===== src/rtl/core/ame_pkg.sv =====
// Shared types, constants and helpers for the accumulator machine execute block.
// No dependencies; every other file in rtl/core except ame_ram imports this package.
package ame_pkg;

    localparam int REG_COUNT_DEF = 19;
    localparam int MEM_DEPTH_DEF = 64;
    localparam int PROG_DEPTH    = 1024;
    localparam int QUEUE_DEPTH   = 2;

    localparam int DATA_W = 32;
    localparam int IDX_W  = 6;
    localparam int OP_W   = 4;
    localparam int KIND_W = 2;
    localparam int TGT_W  = 10;
    localparam int STAT_W = 2;

    localparam logic [OP_W-1:0] OP_NOP = 4'd0;
    localparam logic [OP_W-1:0] OP_MOV = 4'd1;
    localparam logic [OP_W-1:0] OP_CMP = 4'd2;
    localparam logic [OP_W-1:0] OP_BRH = 4'd3;
    localparam logic [OP_W-1:0] OP_BEQ = 4'd4;
    localparam logic [OP_W-1:0] OP_OUT = 4'd5;
    localparam logic [OP_W-1:0] OP_ADD = 4'd6;
    localparam logic [OP_W-1:0] OP_SUB = 4'd7;
    localparam logic [OP_W-1:0] OP_MLT = 4'd8;
    localparam logic [OP_W-1:0] OP_DIV = 4'd9;

    localparam logic [KIND_W-1:0] KIND_IMM = 2'd0;
    localparam logic [KIND_W-1:0] KIND_MEM = 2'd1;
    localparam logic [KIND_W-1:0] KIND_REG = 2'd2;

    localparam logic [STAT_W-1:0] STAT_OK   = 2'd0;
    localparam logic [STAT_W-1:0] STAT_DIVZ = 2'd1;
    localparam logic [STAT_W-1:0] STAT_BAD  = 2'd2;

    // Classified instruction as it travels from front to back.
    typedef struct packed {
        logic [OP_W-1:0]   op;
        logic [KIND_W-1:0] a_kind;
        logic [IDX_W-1:0]  a_index;
        logic [DATA_W-1:0] a_imm;
        logic [KIND_W-1:0] b_kind;
        logic [IDX_W-1:0]  b_index;
        logic [DATA_W-1:0] b_imm;
        logic [TGT_W-1:0]  target;
        logic              bad;
        logic              tgt_ok;
    } ame_dec_t;

    typedef struct packed {
        logic full;
        logic empty;
    } ame_qstat_t;

    function automatic logic idx_ok(input logic [IDX_W-1:0] idx, input int unsigned depth);
        return 32'(idx) < depth;
    endfunction

    function automatic logic opnd_bad(input logic [KIND_W-1:0] kind,
                                      input logic [IDX_W-1:0] idx,
                                      input int unsigned regs,
                                      input int unsigned words);
        logic bad;
        unique case (kind)
            KIND_IMM: bad = 1'b0;
            KIND_MEM: bad = !idx_ok(idx, words);
            KIND_REG: bad = !idx_ok(idx, regs);
            default:  bad = 1'b1;
        endcase
        return bad;
    endfunction

endpackage


===== src/rtl/core/ame_queue.sv =====
// Short FIFO of classified instructions between front and back end.
// Depends on ame_pkg.
module ame_queue import ame_pkg::*; (
    input  logic       clk,
    input  logic       rst_n,
    input  logic       push,
    input  ame_dec_t   din,
    input  logic       pop,
    output ame_dec_t   dout,
    output ame_qstat_t qstat
);
    localparam int PTR_W = (QUEUE_DEPTH > 1) ? $clog2(QUEUE_DEPTH) : 1;
    localparam int CNT_W = $clog2(QUEUE_DEPTH + 1);
    localparam logic [PTR_W-1:0] PTR_LAST = PTR_W'(QUEUE_DEPTH - 1);

    ame_dec_t         slot_reg [QUEUE_DEPTH];
    logic [PTR_W-1:0] wr_ptr_reg, wr_ptr_next;
    logic [PTR_W-1:0] rd_ptr_reg, rd_ptr_next;
    logic [CNT_W-1:0] count_reg, count_next;
    logic             do_push;
    logic             do_pop;

    assign qstat.full  = (count_reg == CNT_W'(QUEUE_DEPTH));
    assign qstat.empty = (count_reg == '0);
    assign do_push     = push && !qstat.full;
    assign do_pop      = pop && !qstat.empty;
    assign dout        = slot_reg[rd_ptr_reg];

    always_comb
    begin
        wr_ptr_next = wr_ptr_reg;
        rd_ptr_next = rd_ptr_reg;
        count_next  = count_reg;
        if (do_push)
        begin
            wr_ptr_next = (wr_ptr_reg == PTR_LAST) ? '0 : wr_ptr_reg + 1'b1;
        end
        if (do_pop)
        begin
            rd_ptr_next = (rd_ptr_reg == PTR_LAST) ? '0 : rd_ptr_reg + 1'b1;
        end
        if (do_push && !do_pop)
        begin
            count_next = count_reg + 1'b1;
        end
        else if (do_pop && !do_push)
        begin
            count_next = count_reg - 1'b1;
        end
    end

    always_ff @(posedge clk or negedge rst_n)
    begin
        if (!rst_n)
        begin
            wr_ptr_reg <= '0;
            rd_ptr_reg <= '0;
            count_reg  <= '0;
        end
        else
        begin
            wr_ptr_reg <= wr_ptr_next;
            rd_ptr_reg <= rd_ptr_next;
            count_reg  <= count_next;
        end
    end

    always_ff @(posedge clk)
    begin
        if (do_push)
        begin
            slot_reg[wr_ptr_reg] <= din;
        end
    end
endmodule


===== config.mk =====
export PLATFORM = sky130hd
export DESIGN_NAME = ame_queue
export DESIGN_NICKNAME = d
export VERILOG_FILES = /design/src/rtl/core/ame_pkg.sv /design/src/rtl/core/ame_queue.sv
export SDC_FILE = /design/constraint.sdc
export NUM_CORES = 1
export LEC_CHECK = 0
export ABC_AREA = 1
export BUFFER_PORTS_ARGS = -buffer_cell sky130_fd_sc_hd__buf_2
export CAP_MARGIN = 10
export CORE_ASPECT_RATIO = 1.2
export CORE_MARGIN = 10
export CORE_UTILIZATION = 47
export DETAILED_ROUTE_END_ITERATION = 10
export PLACE_DENSITY = 0.8
export SYNTH_ARGS = -nofsm -noshare
export SYNTH_HDL_FRONTEND = slang
export SYNTH_SLANG_ARGS = --single-unit

===== constraint.sdc =====
create_clock -name clk -period 5.4 [get_ports clk]
set_clock_uncertainty 0.1 [all_clocks]
set_input_delay 1.08 -clock clk [delete_from_list [all_inputs] [get_ports clk]]
set_output_delay 1.08 -clock clk [all_outputs]
set_load 0.02 [all_outputs]

==> impl_metrics.csv <==
group,metric,value,unit
pwr,switching_share,36.7,%
setup_path,cp-start-kind,"flop",
pwr,powerDensity,588,mW/mm²
die,dieHeight,156,µm
clocking,cts_root_buf,"clkbuf_16",
hold_path,hold_class,"primary input to async pin",
sta,postLayoutSetupSlackWorst,2.12,ns
drt,drt.antenna.violating_nets,0,
setup_path,crit_type,"flop to primary output",
synth,synth_area,0.00722,mm²
setup_path,endpoint_kind,"primary output",
clocking,cts_resized,0,
setup_path,crit_arrival,2.10,ns
pwr,p_leak,3.89,nW
die,dieArea,0.0207,mm²
drt,drcViolationCount,0,
drt,dr.first_iter.drc_count,252,
sta,fin_crit_sh,60.8,%
sta,timing_hold_violations_final,0,
place,dpl_cell_area,0.00836,mm²
pwr,internal-power,0.00334,W
drt,first_pass_iters,4,
grt,grt_pass1_vias,4594,
final_layout,final_common_cell,"nand2_1",
die,rows,49,
grt,grt_start_max_net_pins,98,
grt,grt_usage,14.3,%
sta,grt_setup_unrepaired,"no",
setup_path,slowest_delay,0.75,ns
pwr,p_comb_share,34.5,%
synth,synth_seq_cells,196,
clocking,cts_setup_buffers,0,
grt,gr-total-overflow,0,
sta,slew_violations,0,
place,place_ws,2.22,ns
flow_run,drv_cap,0,
sta,final.setup.tns,0,ns
outcome,status,"finished clean",
drt,wl_per_cell,15.8,µm
setup_path,cp.depth,4,
final_layout,area_delta_synth_final,24.3,%
setup_path,cp_max_fo,97,
clocking,clock_sinks,196,
final_layout,nets,833,
die,boundaryPins,198,
die,start_util,48.1,%
final_layout,fin_area,0.00898,mm²
final_layout,largest_reg_flops,192,
grt,antenna_found_initial,0,
place,place_congestion,0.722,
synth,synth_nets,634,
synth,synth_top_area_share,79.8,%
drt,routed_wl,15000,µm
synth,syn_area_per_cell,13.5,µm²
pwr,clockPowerShare,24.6,%
setup_path,slowest_stage,"buf_4",
clocking,tritoncts,"yes",
drt,num_vias,4407,
synth,synthCells,533,
setup_path,worstSetupStartpoint,"rd_ptr_reg",
sta,relSlewSlack,31.1,%
sta,hold_slack,0.365,ns
sta,worstMarginPinSlew,1.03,ns
setup_path,r2r_slack,2.90,ns
setup_path,crit_top_cell,"nand2_1",
clocking,cts_buffers,17,
synth,synth_area_leaders,"edfxtp_1 80%, nand2_1 15%, dfrtp_1 1.4%",
setup_path,r2r-end,"slot_reg[1][12]",
setup_path,reg2regPathDepth,4,
die,die_w,133,µm
clocking,clockBufferDepth,2,
final_layout,layout-drive-gt1-share,31.3,%
setup_path,cp.required,4.22,ns
grt,grt_pass1_wl,23400,µm
setup_path,cp_num_buf_inv,2,
setup_path,endpoint,"dout[1]",
clocking,hold_buffers,0,
clocking,clkTransAtPathRegs,0.06,ns
place,hpwlAfterDp,9890,µm
pwr,sequentialPowerShare,40.9,%
final_layout,fill_cells,1173,
sta,min_period,3.28,ns
clocking,htreeDepth,4,
setup_path,path_delay_family,"buffers and inverters",
sta,setup_viol,0,
synth,synth_warnings,0,
synth,synth_top_cell_by_area,"edfxtp_1",
setup_path,worstPathCellList,"buf_4 -> nand2_1 -> nand2_1 -> buf_2",
die,core_area,0.0150,mm²
clocking,clkLatencyLatePin,0.41,ns
sta,fmax,305,MHz
synth,synth_cell_types,15,
setup_path,timing.rr.start,"count_reg[0]",
synth,yosysSeqAreaShare,81.2,%
pwr,ir_drop,0.471,mV
drt,vias_per_cell,4.64,
final_layout,final_cell_mix,"297 x nand2_1, 197 x buf_2, 192 x edfxtp_1, 17 x clkbuf_16, 6 x inv_1",
pwr,p_sw,0.00194,W
place,portBuffers,197,
[how the worst min path moves through the flow]
stage | start | endpoint | slack (ns) | depth (start not counted)
6_report | rst_n | count_reg[0] | 0.37 | 1
5_1_grt | rst_n | wr_ptr_reg | 0.34 | 1
4_1_cts | rst_n | wr_ptr_reg | 0.34 | 1
3_5_place_dp | wr_ptr_reg | wr_ptr_reg | 0.38 | 2
3_3_place_gp | wr_ptr_reg | wr_ptr_reg | 0.37 | 2
2_1_floorplan | wr_ptr_reg | wr_ptr_reg | 0.35 | 2
[cells by family (layout without fill, tap and decap cells)]
group	Yosys count	count (layout)	share of synthesized area, %
other cells	0	1	0
fa+ha+maj	1	1	0.173
flops	196	196	81.2
simple gates	304	304	15.9
compound gates	2	2	0.139
xor+xnor	1	1	0.121
buf+inv	29	241	2.43
[synth_stat cells]
master / n
buf_2: 12
nand2_1: 297
buf_6: 4
ha_1: 1
edfxtp_1: 192
buf_4: 5
inv_4: 1
o21ai_0: 2
nand3_1: 1
dfrtp_1: 4
nand4_1: 1
nand3b_1: 1
inv_1: 7
xnor2_1: 1
nor2_1: 4
[routing by layer]
layer  vias to the layer above  track usage, %  part of all wire [%]
met2                       150            24.5                    50
met3                        13            6.83                   8.7
met4                         0            4.10                   1.2
li1                       2190               -                     -
met5                         -               0                     0
met1                      2054            15.5                    40
[power by group through the flow]
stage          sequential, W  combinational, W  clock (W)
2_1_floorplan        0.00219           0.00125          0
3_3_place_gp         0.00218           0.00184          0
3_5_place_dp         0.00219           0.00187          0
4_1_cts              0.00216           0.00187    0.00132
5_1_grt              0.00219           0.00202    0.00139
6_report             0.00216           0.00182    0.00130
[cell type report]
class,count,area [µm²],share of cell area [%]
Antenna cell,1,2.50,0.0279
Clock inverter,13,180,2.01
Tap cell,204,255,2.84
Timing Repair Buffer,201,1020,11.3
Inverter,8,35.0,0.390
Multi-Input combinational cell,308,1190,13.2
Clock buffer,19,433,4.82
Sequential cell,196,5870,65.4
[through the flow]
stage,util (%),instances,total power [W]
floorplan,-,533,0.00344
global placement,55.7,917,0.00402
detailed placement,55.7,917,0.00406
CTS,59.8,949,0.00536
global route,59.8,949,0.00559
finish,59.8,950,0.00528
Power figures use the tool's default switching activity.
