==> src/rtl/core/ame_pkg.sv <==
// Shared types, constants and helpers for the accumulator machine execute block.
// No dependencies; every other file in rtl/core except ame_ram imports this package.
package ame_pkg;

    localparam int REG_COUNT_DEF = 19;
    localparam int MEM_DEPTH_DEF = 64;
    localparam int PROG_DEPTH    = 1024;
    localparam int QUEUE_DEPTH   = 2;

    localparam int DATA_W = 32;
    localparam int IDX_W  = 6;
    localparam int OP_W   = 4;
    localparam int KIND_W = 2;
    localparam int TGT_W  = 10;
    localparam int STAT_W = 2;

    localparam logic [OP_W-1:0] OP_NOP = 4'd0;
    localparam logic [OP_W-1:0] OP_MOV = 4'd1;
    localparam logic [OP_W-1:0] OP_CMP = 4'd2;
    localparam logic [OP_W-1:0] OP_BRH = 4'd3;
    localparam logic [OP_W-1:0] OP_BEQ = 4'd4;
    localparam logic [OP_W-1:0] OP_OUT = 4'd5;
    localparam logic [OP_W-1:0] OP_ADD = 4'd6;
    localparam logic [OP_W-1:0] OP_SUB = 4'd7;
    localparam logic [OP_W-1:0] OP_MLT = 4'd8;
    localparam logic [OP_W-1:0] OP_DIV = 4'd9;

    localparam logic [KIND_W-1:0] KIND_IMM = 2'd0;
    localparam logic [KIND_W-1:0] KIND_MEM = 2'd1;
    localparam logic [KIND_W-1:0] KIND_REG = 2'd2;

    localparam logic [STAT_W-1:0] STAT_OK   = 2'd0;
    localparam logic [STAT_W-1:0] STAT_DIVZ = 2'd1;
    localparam logic [STAT_W-1:0] STAT_BAD  = 2'd2;

    // Classified instruction as it travels from front to back.
    typedef struct packed {
        logic [OP_W-1:0]   op;
        logic [KIND_W-1:0] a_kind;
        logic [IDX_W-1:0]  a_index;
        logic [DATA_W-1:0] a_imm;
        logic [KIND_W-1:0] b_kind;
        logic [IDX_W-1:0]  b_index;
        logic [DATA_W-1:0] b_imm;
        logic [TGT_W-1:0]  target;
        logic              bad;
        logic              tgt_ok;
    } ame_dec_t;

    typedef struct packed {
        logic full;
        logic empty;
    } ame_qstat_t;

    function automatic logic idx_ok(input logic [IDX_W-1:0] idx, input int unsigned depth);
        return 32'(idx) < depth;
    endfunction

    function automatic logic opnd_bad(input logic [KIND_W-1:0] kind,
                                      input logic [IDX_W-1:0] idx,
                                      input int unsigned regs,
                                      input int unsigned words);
        logic bad;
        unique case (kind)
            KIND_IMM: bad = 1'b0;
            KIND_MEM: bad = !idx_ok(idx, words);
            KIND_REG: bad = !idx_ok(idx, regs);
            default:  bad = 1'b1;
        endcase
        return bad;
    endfunction

endpackage

==> src/rtl/core/ame_in_if.sv <==
// Instruction channel: valid/ready handshake plus the decoded instruction fields.
// Depends on ame_pkg for field widths.
interface ame_in_if import ame_pkg::*; ();
    logic              valid;
    logic              ready;
    logic [OP_W-1:0]   op;
    logic [KIND_W-1:0] a_kind;
    logic [IDX_W-1:0]  a_index;
    logic [DATA_W-1:0] a_imm;
    logic [KIND_W-1:0] b_kind;
    logic [IDX_W-1:0]  b_index;
    logic [DATA_W-1:0] b_imm;
    logic [TGT_W-1:0]  target;

    modport source (
        output valid, op, a_kind, a_index, a_imm, b_kind, b_index, b_imm, target,
        input  ready
    );
    modport sink (
        input  valid, op, a_kind, a_index, a_imm, b_kind, b_index, b_imm, target,
        output ready
    );
endinterface

==> src/rtl/core/ame_front.sv <==
// Front end: accepts instructions and classifies them (static operand, destination,
// opcode and branch target checks) before queueing. Depends on ame_pkg, ame_in_if.
module ame_front import ame_pkg::*; #(
    parameter int REG_COUNT = REG_COUNT_DEF,
    parameter int MEM_DEPTH = MEM_DEPTH_DEF
) (
    ame_in_if.sink     instr,
    input  ame_qstat_t qstat,
    output logic       push,
    output ame_dec_t   dec
);
    logic a_bad;
    logic b_bad;
    logic dst_bad;
    logic bad;

    always_comb
    begin
        a_bad   = opnd_bad(instr.a_kind, instr.a_index, REG_COUNT, MEM_DEPTH);
        b_bad   = opnd_bad(instr.b_kind, instr.b_index, REG_COUNT, MEM_DEPTH);
        // an immediate is never a legal destination
        dst_bad = a_bad || (instr.a_kind == KIND_IMM);

        unique case (instr.op)
            OP_NOP, OP_BRH, OP_BEQ:                  bad = 1'b0;
            OP_MOV:                                  bad = b_bad || dst_bad;
            OP_CMP:                                  bad = a_bad || b_bad;
            OP_OUT, OP_ADD, OP_SUB, OP_MLT, OP_DIV:  bad = a_bad;
            default:                                 bad = 1'b1;
        endcase
    end

    assign instr.ready = !qstat.full;
    assign push        = instr.valid && !qstat.full;

    always_comb
    begin
        dec.op      = instr.op;
        dec.a_kind  = instr.a_kind;
        dec.a_index = instr.a_index;
        dec.a_imm   = instr.a_imm;
        dec.b_kind  = instr.b_kind;
        dec.b_index = instr.b_index;
        dec.b_imm   = instr.b_imm;
        dec.target  = instr.target;
        dec.bad     = bad;
        dec.tgt_ok  = 32'(instr.target) < 32'(PROG_DEPTH);
    end
endmodule

==> src/flat_wrapper.sv <==
// flat-port wrapper written by rule: the top's interface ports become plain ports
module ame_front_flat import ame_pkg::*;
#(
    parameter int REG_COUNT = REG_COUNT_DEF,
    parameter int MEM_DEPTH = MEM_DEPTH_DEF
)
  (qstat, push, dec, instr_valid, instr_op, instr_a_kind, instr_a_index, instr_a_imm, instr_b_kind, instr_b_index, instr_b_imm, instr_target, instr_ready);
  ame_in_if instr_i ();
  input  ame_qstat_t qstat;
  output logic push;
  output ame_dec_t dec;
  input wire logic [$bits(instr_i.valid)-1:0] instr_valid;
  input wire logic [$bits(instr_i.op)-1:0] instr_op;
  input wire logic [$bits(instr_i.a_kind)-1:0] instr_a_kind;
  input wire logic [$bits(instr_i.a_index)-1:0] instr_a_index;
  input wire logic [$bits(instr_i.a_imm)-1:0] instr_a_imm;
  input wire logic [$bits(instr_i.b_kind)-1:0] instr_b_kind;
  input wire logic [$bits(instr_i.b_index)-1:0] instr_b_index;
  input wire logic [$bits(instr_i.b_imm)-1:0] instr_b_imm;
  input wire logic [$bits(instr_i.target)-1:0] instr_target;
  output wire logic [$bits(instr_i.ready)-1:0] instr_ready;
  assign instr_i.valid = instr_valid;
  assign instr_i.op = instr_op;
  assign instr_i.a_kind = instr_a_kind;
  assign instr_i.a_index = instr_a_index;
  assign instr_i.a_imm = instr_a_imm;
  assign instr_i.b_kind = instr_b_kind;
  assign instr_i.b_index = instr_b_index;
  assign instr_i.b_imm = instr_b_imm;
  assign instr_i.target = instr_target;
  assign instr_ready = instr_i.ready;
  ame_front #(.REG_COUNT(REG_COUNT), .MEM_DEPTH(MEM_DEPTH)) u_core (.instr(instr_i), .qstat(qstat), .push(push), .dec(dec));
endmodule
==> config.mk <==
export PLATFORM = sky130hd
export DESIGN_NAME = ame_front_flat
export DESIGN_NICKNAME = d
export VERILOG_FILES = /design/src/rtl/core/ame_pkg.sv /design/src/rtl/core/ame_in_if.sv /design/src/rtl/core/ame_front.sv /design/src/flat_wrapper.sv
export SDC_FILE = /design/constraint.sdc
export NUM_CORES = 1
export LEC_CHECK = 0
export BUFFER_PORTS_ARGS = -buffer_cell sky130_fd_sc_hd__buf_2
export CAP_MARGIN = 20
export CORE_AREA = 5 5 73 75
export DETAILED_ROUTE_END_ITERATION = 10
export DIE_AREA = 0 0 78 80
export PLACE_DENSITY = 0.74
export SLEW_MARGIN = 5
export SYNTH_ARGS = -nofsm -noshare
export SYNTH_HDL_FRONTEND = slang
export SYNTH_SLANG_ARGS = --single-unit
==> constraint.sdc <==
create_clock -name vclk -period 2.6
set_input_delay 0.13 -clock vclk [all_inputs]
set_output_delay 0.13 -clock vclk [all_outputs]
set_load 0.005 [all_outputs]
==> qor.txt, run 1 <==
Max VDD drop: 0.0167 mV
Max_cap viols: 0
Status: complete, no violations
Total number of vias: 452
Drt via density: 3.80
Initial Utilization: 0.185
Most frequent cells in the layout: buf_2, a211o_1
CP max stage delay: 0.29 ns
Top cell type's share of synthesized area: 0.847
Total grt overflow: 0
WL/cell: 16.0 um
DP Worst Slack: 1.36 ns
Total core area: 0.00460 sq mm
Kind of critical path: primary input to primary output
Die height: 80 um
DP HPWL: 1700 um
Pins over their slew limit: 0
Cell count after synthesis: 116
Final period util: 0.474
Post-CTS Setup Bufs: 0
Die Width: 78 um
Power density over cell area: 136 mW/mm^2
Clk_buf instances: 0
LEAKAGE: 0.000224 uW
Post_cts resized: 0
DRT iter0 DRCs: 2
Synthesis-to-layout area growth: -50.3%
Worst setup SP type: primary input
Final setup fails: 0
Antenna Nets Post-Route: 0
Die footprint: 0.00624 sq mm
F_max: 811 MHz
Tot GR Track Use: 0.0511
Initial antenna violation count: 1
GP Congestion: 0.685
Final Cell Area: 423 sq um
FFs & Latches: 0
Worst Path Max Fanout: 5
DR pass1 iterations: 2
Finished Core Util: 0.0920
Mapped Area: 851 sq um
Commonest non-fill, non-tap cell in the layout: buf_2
Post-synth top area cell: buf_4
Worst hold path startpoint: instr_b_imm[20]
Crit path required time: 2.47 ns
Arrival time at the worst endpoint: 1.10 ns
# nets final: 164
Port bufs: 45
CP most frequent cell: buf_2
Synth area leaders: buf_4, a211o_1, a211oi_1
Slowest cell on crit path: a211o_1
First-pass GRT wire length: 2460 um
RSZ-0062 raised after global routing: no
CTS Hold Bufs: 0
Unique masters post-synth: 15
Sequential share of the synthesized area: 0
Reg area: 0 sq um
Antenna Cells: 0
Vias in the first global route: 452
Routed WL: 1900 um
Largest net degree at the start of global routing: 7
Worst setup path start: instr_op[2]
Yosys Warn Count: 0
Fin crit period: 1.23 ns
Hold Violations, Final: 0
Placement Cell Area: 423 sq um
Num rows: 25
Crit. End Element: primary output
Total Power: 57.7 uW
Multi-input gate area: 126 sq um
CP Cell Sequence: buf_2 > nand2b_1 > a211o_1 > a21oi_1 > o221ai_1 > buf_2
Avg Synthesized Cell Area: 7.33 sq um
Sum Neg Setup Slack: 0 ns
Fillers: 538
Syn_nets: 213
Worst Hold Class: primary input to primary output
Number of I/O pins: 195
DRC viols: 0
Fin worst setup slack: 1.37 ns
Share of layout cells above drive strength 1: 0.692
==> routing by layer <==
layer / track usage / share of wire / vias to the layer above
met2: 0.0826 / 0.40 / 68
met3: 0.0395 / 0.27 / 46
li1: - / - / 168
met1: 0.0253 / 0.18 / 168
met4: 0.0794 / 0.14 / 2
met5: 0 / 0.0068 / -
==> per-stage QoR <==
| step | hold WS, ns | cells |
|---|---|---|
| floorplan | 0.287 | 116 |
| global placement | 0.260 | 119 |
| detailed placement | 0.260 | 119 |
| CTS | 0.260 | 119 |
| global route | 0.260 | 119 |
| finish | 0.260 | 119 |
==> cells by family after synthesis <==
group	Yosys count	synth area share
and+or+nand+nor	9	0.0573
other	1	0.00441
AOI/OAI and AO/OA	7	0.0647
muxes	1	0.0118
buffers and inverters	97	0.851
xor gates and xnor gates	1	0.0103
==> critical path, delay by kind of cell <==
family | cells | cell delay (ns)
AOI/OAI and AO/OA | 3 | 0.58
buffers and inverters | 2 | 0.26
and+or+nand+nor | 1 | 0.13
==> synthesized netlist by cell type <==
cell type  count
nand2b_1       2
a21oi_1        1
nand3_1        1
nor3_1         1
o221ai_1       1
a211oi_1       2
a211o_1        3
nor2_1         2
nor4_1         1
buf_4         96
conb_1         1
nor2b_1        2
xor2_1         1
inv_1          1
mux2i_1        1
==> power by group <==
group,leakage (uW),switching (uW),total (uW),internal (uW)
registers,0,0,0,0
logic,0.000224,26.3,57.7,31.4
clock network,0,0,0,0
total,0.000224,26.3,57.7,31.4
==> layout make-up <==
class	instances	share of cell area
Inverter	1	0.00888
Timing Repair Buffer	45	0.533
Multi-Input combinational cell	19	0.299
Tap cell	54	0.160
==> worst paths after layout <==
check	cells past startpoint	to
worst min-delay path	0	dec[32]
worst max-delay path	6	dec[1]
(Power assumes the default switching activity.)
==> run 2: changes to the inputs <==
Settings changed: CORE_AREA 5 5 73 75 to 5 5 72 74, DIE_AREA 0 0 78 80 to 0 0 77 79, PLACE_DENSITY 0.74 to 0.79.
Clock period 2.6 ns to 1.1 ns, I/O delays scaled along.
==> run 2 against run 1 <==
Combinational power grew to 2.5 times the previous value. Total power grew to 2.5 times the previous value. Via count up 0.66%. Critical path depth stayed put. Wire length is 9.8% higher. Utilization up 0.49 points. Die area fell by 2.5%. Cell count grew 0.84%. Sequential share of layout area did not move. Flip-flop and latch count is the same. Critical path type unchanged. Largest power group unchanged. Highest routed layer is now met4.
==> qor.txt, run 2 (synthesis gave the netlist of run 1 again) <==
Die Width: 77 um (-1.3%)
DR pass1 iterations: 2 (unchanged)
Arrival time at the worst endpoint: 0.99 ns (-0.11 ns)
Total grt overflow: 0 (unchanged)
DRC viols: 0 (unchanged)
LEAKAGE: 0.000230 uW (+2.8%)
Antenna Nets Post-Route: 0 (unchanged)
Largest net degree at the start of global routing: 7 (unchanged)
Fin crit period: 1.04 ns
Vias in the first global route: 441 (-2.4%)
Final setup fails: 0 (unchanged)
# nets final: 165 (+0.61%)
CTS Hold Bufs: 0 (unchanged)
Placed cell count: 120 (+0.84%)
Placement Cell Area: 430 sq um (+1.8%)
Power density over cell area: 331 mW/mm^2 (+140%)
DRT iter0 DRCs: 4 (+2)
Worst Hold Depth: 0 (unchanged)
Final Cell Area: 439 sq um (+3.8%)
Crit. End Element: primary output
Fillers: 527 (-2.0%)
Total Power: 145 uW (+150%)
Kind of critical path: primary input to primary output
Most frequent cells in the layout: buf_2, a211o_1, nor2_1, nand2b_1, nor2b_1
Share of layout cells above drive strength 1: 0.727 (+0.0350)
DP HPWL: 1890 um (+11%)
Reg area: 0 sq um (unchanged)
Synthesis-to-layout area growth: -48.4%
Comb pwr share: 1.000 (about the same)
Multi-input gate area: 135 sq um (+6.9%)
WL/cell: 17.4 um (+8.9%)
Routed WL: 2090 um (+9.8%)
Tot GR Track Use: 0.0566 (+0.00551)
Flop pwr share: 0 (unchanged)
Pins over their slew limit: 0 (unchanged)
Sw Share: 0.462 (+0.00637)
First-pass GRT wire length: 2650 um (+7.9%)
Psw: 67.0 uW (+150%)
Commonest non-fill, non-tap cell in the layout: buf_2
Status: complete, no violations
Num rows: 25 (unchanged)
Worst Hold Class: primary input to primary output
Initial antenna violation count: 0 (-1)
Total number of vias: 455 (+0.66%)
Worst setup SP type: primary input
Crit path required time: 1.04 ns (-1.43 ns)
Max_cap viols: 0 (unchanged)
GP Congestion: 0.714 (+4.3%)
Drt via density: 3.79 (-0.18%)
Clk_buf instances: 0 (unchanged)
RSZ-0062 raised after global routing: no
Port bufs: 45 (unchanged)
Max VDD drop: 0.0525 mV (+210%)
Finished Layout Cells: 120 (+0.84%)
Worst Path Max Fanout: 5 (unchanged)
Hold Worst Slack: 0.110 ns (-0.150 ns)
Post-CTS Setup Bufs: 0 (unchanged)
Antenna Cells: 0 (unchanged)
Part of the power in the clock network: 0 (unchanged)
Sum Neg Setup Slack: 0 ns (unchanged)
Total core area: 0.00454 sq mm (-1.4%)
Die height: 79 um (-1.3%)
FFs & Latches: 0 (unchanged)
P_int: 78.1 uW (+150%)
Initial Utilization: 0.188 (+0.00255)
Hold Violations, Final: 0 (unchanged)
Number of I/O pins: 195 (unchanged)
Die footprint: 0.00608 sq mm (-2.5%)
Final period util: 0.947
F_max: 960 MHz
==> run 2: changes by cell type in the layout (fill, tap and decap cells not counted) <==
cell	delta
a211oi_1	-1
a211oi_2	+1
a21oi_1	-1
a21oi_2	+1
buf_4	+1
==> run 2: worst paths after layout <==
kind,start,end
hold / removal,instr_b_imm[9],dec[21]
setup / recovery,instr_op[0],dec[1]
==> run 2: power by group through the flow <==
| stage | Clock [uW] | Sequential (uW) | Combinational (uW) |
|---|---|---|---|
| 5_1_grt | 0 | 0 | 162 |
| 4_1_cts | 0 | 0 | 145 |
| 6_report | 0 | 0 | 145 |
| 3_3_place_gp | 0 | 0 | 142 |
| 3_5_place_dp | 0 | 0 | 145 |
| 2_1_floorplan | 0 | 0 | 313 |
==> run 2: metrics by stage <==
stage	util	setup slack, ns
final	0.0968	0.0578
after floorplan	-	0.208
after CTS	0.0949	0.0192
after detailed placement	0.0949	0.0290
after global placement	0.0949	0.0409
after global routing	0.0968	0.00792
==> run 2: layout make-up <==
cell class                      instances  share of cell area
Inverter                                1             0.00855
Multi-Input combinational cell         19               0.308
Tap cell                               54               0.154
Timing Repair Buffer                   46               0.530
==> run 2: repair_timing <==
action / in CTS / in global routing
hold endpoints to repair: 0 / 0
gates resized for setup: 0 / 2
endpoints found under the setup margin: 0 / 1
==> run 2: critical path, stage by stage <==
cell and delay, ns:
buf_2 0.13, nor2b_1 0.13, a211o_1 0.27, a21oi_2 0.14, o221ai_1 0.12, buf_2 0.14
==> run 2: routing by layer <==
metal,vias to the layer above,share of wire,track usage
li1,168,-,-
met1,171,0.23,0.0435
met2,72,0.41,0.0900
met3,44,0.23,0.0329
met4,0,0.13,0.0687
met5,-,0,0
